**src/rtl/sdq_pkg.sv**
```systemverilog
// ----------------------------------------------------------------------------
// sdq_pkg - shadow decal quad generator package
// Shared types, state codes, constants and the output formatting function.
// ----------------------------------------------------------------------------
package sdq_pkg;

    localparam int MAX_QUADS = 64;
    localparam int QCNT_W    = 7;
    localparam int SLOT_W    = 8;
    localparam int THR_W     = 15;
    localparam int S_W       = 21;
    localparam int C_W       = 33;
    localparam int V_W       = 40;
    localparam int NORM_W    = 16;
    localparam int SQRT_STEPS = 32;
    localparam int DIV_STEPS  = 15;

    localparam logic [THR_W-1:0] THR_RESET = 15'd15565;
    localparam logic [4:0]       SIZE_MUL  = 5'd20;

    localparam logic OP_ADD   = 1'b0;
    localparam logic OP_CLEAR = 1'b1;

    localparam logic [1:0] CORNER_A = 2'd0;
    localparam logic [1:0] CORNER_B = 2'd1;
    localparam logic [1:0] CORNER_C = 2'd2;
    localparam logic [1:0] CORNER_D = 2'd3;

    typedef enum logic [2:0] {
        ST_IDLE,
        ST_PROD,
        ST_SQ,
        ST_SQRT,
        ST_DIVI,
        ST_DIV,
        ST_MUL,
        ST_EMIT
    } t_state;

    typedef struct packed {
        logic signed [C_W-1:0] mul_a;
        logic signed [C_W-1:0] mul_b;
        logic [63:0]           sub_a;
        logic [63:0]           sub_b;
    } t_alu_req;

    typedef struct packed {
        logic signed [2*C_W-1:0] prod;
        logic [63:0]             diff;
        logic                    ge;
    } t_alu_rsp;

    // Q.22 to integer, truncated toward zero, saturated to int16
    function automatic logic signed [15:0] f_to_out(input logic signed [V_W-1:0] v);
        logic signed [17:0] q;
        q = v[V_W-1:22];
        if (v[V_W-1] && (v[21:0] != 22'd0)) q = q + 18'sd1;
        if (q > 18'sd32767) return 16'sh7FFF;
        else if (q < -18'sd32768) return 16'sh8000;
        else return q[15:0];
    endfunction

endpackage

```
**src/rtl/sdq_alu.sv**
```systemverilog
// ----------------------------------------------------------------------------
// sdq_alu - shared arithmetic unit
// One signed multiplier and one 64-bit subtract/compare, used by the sequencer.
// ----------------------------------------------------------------------------
module sdq_alu (
    input  sdq_pkg::t_alu_req i_req,
    output sdq_pkg::t_alu_rsp o_rsp
);

    assign o_rsp.prod = i_req.mul_a * i_req.mul_b;
    assign o_rsp.diff = i_req.sub_a - i_req.sub_b;
    assign o_rsp.ge   = (i_req.sub_a >= i_req.sub_b);

endmodule

```
**config.mk**
```make
export PLATFORM = sky130hd
export DESIGN_NAME = sdq_alu
export DESIGN_NICKNAME = d
export VERILOG_FILES = /design/src/rtl/sdq_pkg.sv /design/src/rtl/sdq_alu.sv
export SDC_FILE = /design/constraint.sdc
export NUM_CORES = 2
export LEC_CHECK = 0
export ABC_AREA = 1
export BUFFER_PORTS_ARGS = -buffer_cell sky130_fd_sc_hd__buf_2
export CAP_MARGIN = 20
export CORE_MARGIN = 2
export CORE_UTILIZATION = 30
export DETAILED_ROUTE_END_ITERATION = 8
export PLACE_DENSITY = 0.53
export SYNTH_ARGS = -nofsm -noshare
export SYNTH_HDL_FRONTEND = slang
export SYNTH_SLANG_ARGS = --single-unit
```
**constraint.sdc**
```tcl
create_clock -name vclk -period 11.2
set_input_delay 1.68 -clock vclk [all_inputs]
set_output_delay 1.68 -clock vclk [all_outputs]
set_load 0.03 [all_outputs]
```
Word level (Yosys, flattened, before mapping) --
Cells that the tools add are included.
Cells by class: add/subtract/negate cells 1, $mul 1, $lt $le $gt $ge 1
Operators by type and width (number):
- 33-bit by 33-bit multiplier with 66-bit output | 1
- 64-bit >= comparator | 1
- 64-bit subtractor | 1
Word-level totals: register bits after elaboration 0

Depth between registers and ports, before layout --
depth in word-level cells 1, mapped depth 35, depth with buffers taken out 33

Least setup slack after synthesis --
Ideal clock, no wire load.
kind input to output, start in i_req[193] in the netlist's numbering, end out o_rsp[128] in the netlist's numbering, arrival 8829 ps, data required time 9520 ps, path slack 691 ps, stages 25, path through clkbuf_1 > clkbuf_1 > nand2_1 > inv_1 > fa_1 > fa_1 > fa_1 > inv_1 > fa_1 > inv_1 > fa_1 > fa_1 > fa_1 > inv_1 > fa_1 > inv_1 > ha_1 > nand2_1 > nor2_1 > nand2_1 > nor4_1 > nand2_1 > nand2_1 > nand2_1 > nand2_1
RTL lines:
- start: declaration | RTL line sdq_alu.sv:6 | input sdq_pkg::t_alu_req i_req,
- end: declaration | RTL line sdq_alu.sv:7 | output sdq_pkg::t_alu_rsp o_rsp

==> results.py <==
metrics = {
    "synthesis": {
        "fraction_of_post_synthesis_cell_area_in_the_top_cell_type_by_area": 0.4846,
        "synth_fp_nets": 8287,
        "syn_inst": 6666,
        "syn_avg_cell_area_um2": 7.101,
        "post_synth_main_area_contributors": "fa_1, inv_1, nand2_1",
        "yosysSeqAreaShare": 0,
        "mappedNetlistArea_um2": 47340,
        "count_of_yosys_warnings_during_synthesis": 0,
        "post-synth-top-area-cell": "fa_1",
        "yosysUniqueCellTypes": 29,
    },
    "global_route": {
        "gr-usage-met2": 0.3656,
        "first_global_vias": 43080,
        "grt_start_max_net_pins": 34,
        "grt_overflow": 0,
        "grt_util_all_layers": 0.1977,
        "busiest_layer": "met2",
        "grt_first_pass_wirelength_um": 249600,
        "use_met1": 0.2586,
        "antenna_violations_before_repair": 17,
        "global_route.usage.met3": 0.01071,
    },
    "status": {
        "status": "finished clean",
    },
    "timing": {
        "finalHoldViolations": 0,
        "setup_violations": 0,
        "maxSlewHeadroom": 0.3769,
        "setup_repair_after_global_routing_missed_its_margin": "no",
        "fin_tns_setup_ps": 0,
        "fmaxAchievable_ghz": 0.09046,
        "finalCriticalPeriod_ps": 11060,
        "final_max_slew_viol_count": 0,
        "worstMarginPinSlew_ps": 934.6,
        "timing.final.crit_share": 0.9871,
    },
    "detailed_routing": {
        "detail_route.wl_per_cell_um": 17.77,
        "route.detailed.drc": 0,
        "dr_total_vias": 39720,
        "first_iter_violations": 2295,
        "detail-route-antenna-nets": 0,
        "route.detailed.vias_per_inst": 4.468,
        "drt_pre_antenna_iters": 5,
        "drt-total-wl_um": 157900,
    },
    "floorplanning": {
        "initial_utilization": 0.3027,
        "placementRows": 145,
        "fp.dieH_um": 401.2,
        "placeableCoreArea_um2": 156400,
        "dieArea_um2": 161000,
        "chipWidth_um": 401.2,
        "io_pins": 325,
    },
    "worst_setup_path": {
        "worst_path_buf_inv": 8,
        "worst_path_largest_cell_delay_ps": 660,
        "critical_path.endpoint": "o_rsp[90]",
        "timing.critical_path.from": "i_req[181]",
        "crit_path_cell_trace": "buf_2 > nand2_1 > fa_1 > fa_1 > inv_1 > fa_1 > inv_1 > fa_1 > fa_1 > inv_1 > fa_1 > fa_1 > inv_1 > fa_1 > inv_1 > ha_1 > nand2_1 > nor2_1 > nand2_1 > inv_1 > nand4_1 > nand3_1 > xor2_1 > buf_2",
        "worst_ep_arrival_time_ps": 9380,
        "crit_path_max_fanout": 33,
        "worst-setup-path-type": "in -> out",
        "startpoint_class_of_the_critical_path": "primary input",
        "worst_path_max_delay_cell": "buf_2",
        "worst_path_dominant_cell_family": "adder cells",
        "critical_path.most_common_cell": "fa_1",
        "critical_path_depth": 24,
        "crit_path_end_kind": "primary output",
        "worst-endpoint-required_ps": 9520,
    },
    "cells_and_area": {
        "post-route-util": 0.3285,
        "regArea_um2": 0,
        "mostFrequentLayoutCell": "inv_1",
        "multi_input_comb_area_um2": 38140,
        "layout_common_cells": "inv_1, nand2_1, fa_1",
        "num-nets-final": 8448,
        "fillerInstances": 17150,
        "clock_buffer_count": 0,
        "drive_gt1_frac": 0.07033,
        "area_growth_syn_to_layout_pct": 8.513,
        "finish.cell_count_without_fillers": 8889,
        "n_sequential_cell": 0,
    },
    "hold_path": {
        "hold_path.class": "in -> out",
    },
    "place": {
        "placed_cells_incl_taps": 8883,
        "post-dp-hpwl_um": 142500,
        "place.gp.congestion": 0.9681,
        "io_buffers": 325,
    },
    "run": {
        "maxCapViolations": 0,
    },
    "clock_network": {
        "cts_hold_repair.buffers": 0,
        "cts_setup_buffers": 0,
    },
}
## area by class of cell
type,instances,area share
antenna,6,0.0002923
inverter,2190,0.1600
multi-input combinational,4213,0.7424
tap,2058,0.05013
timing repair buffer,422,0.04711
## layer usage
metal / vias to the layer above / wire [um]
li1: 18680 / -
met1: 19920 / 67590
met2: 985 / 81300
met3: 135 / 6325
met4: 6 / 2676
met5: - / 40
## synthesized netlist by cell type, drive strengths merged (2+ instances only)
| cell type | count |
|---|---|
| fa | 1146 |
| and3 | 4 |
| a21oi | 132 |
| o21ai | 38 |
| o21bai | 26 |
| or2 | 4 |
| nand3b | 2 |
| nand3 | 142 |
| ha | 281 |
| nand2 | 2065 |
| clkbuf | 262 |
| inv | 2190 |
| a21o | 4 |
| xor2 | 69 |
| nand4 | 32 |
| xnor2 | 7 |
| nor3 | 32 |
| a21boi | 2 |
| o21a | 4 |
| nor2 | 215 |
| nor4 | 7 |
## worst min path at each step
stage               slack, ps     start  endpoint  cells past startpoint
floorplan                3610  i_req[0]  o_rsp[1]                      2
global placement         3830  i_req[0]  o_rsp[1]                      4
detailed placement       3830  i_req[1]  o_rsp[2]                      4
CTS                      3840  i_req[0]  o_rsp[1]                      4
global route             3850  i_req[0]  o_rsp[1]                      4
finish                   3820  i_req[0]  o_rsp[1]                      4
## what timing repair did
item | 4_1_cts | 5_1_grt
endpoints found under the hold margin | 0 | 0
resized for setup | 0 | 7
endpoints found under the setup margin | 0 | 8
## kinds of logic (layout without fill, tap and decap cells)
kind of cell	Yosys count	after routing	share of synthesized area
AOI/OAI and AO/OA	206	206	0.02368
xor gates and xnor gates	76	76	0.01406
adders and majority gates	1427	1427	0.5589
buffers and inverters	2453	2612	0.1945
other	0	6	0
and+or+nand+nor	2504	2504	0.2088
## per-stage QoR
step / setup slack (ps) / area (um^2) / hold slack [ps]
after floorplan: 690.8 / 47340 / 3609
after global placement: 252.7 / 51310 / 3835
after detailed placement: 304.6 / 51340 / 3833
after CTS: 263.1 / 51340 / 3838
after global routing: 41.91 / 51360 / 3852
final: 145.0 / 51370 / 3823
Power is not shown: default switching activity piles up to over one toggle a cycle in this logic, so the estimate is an artifact.
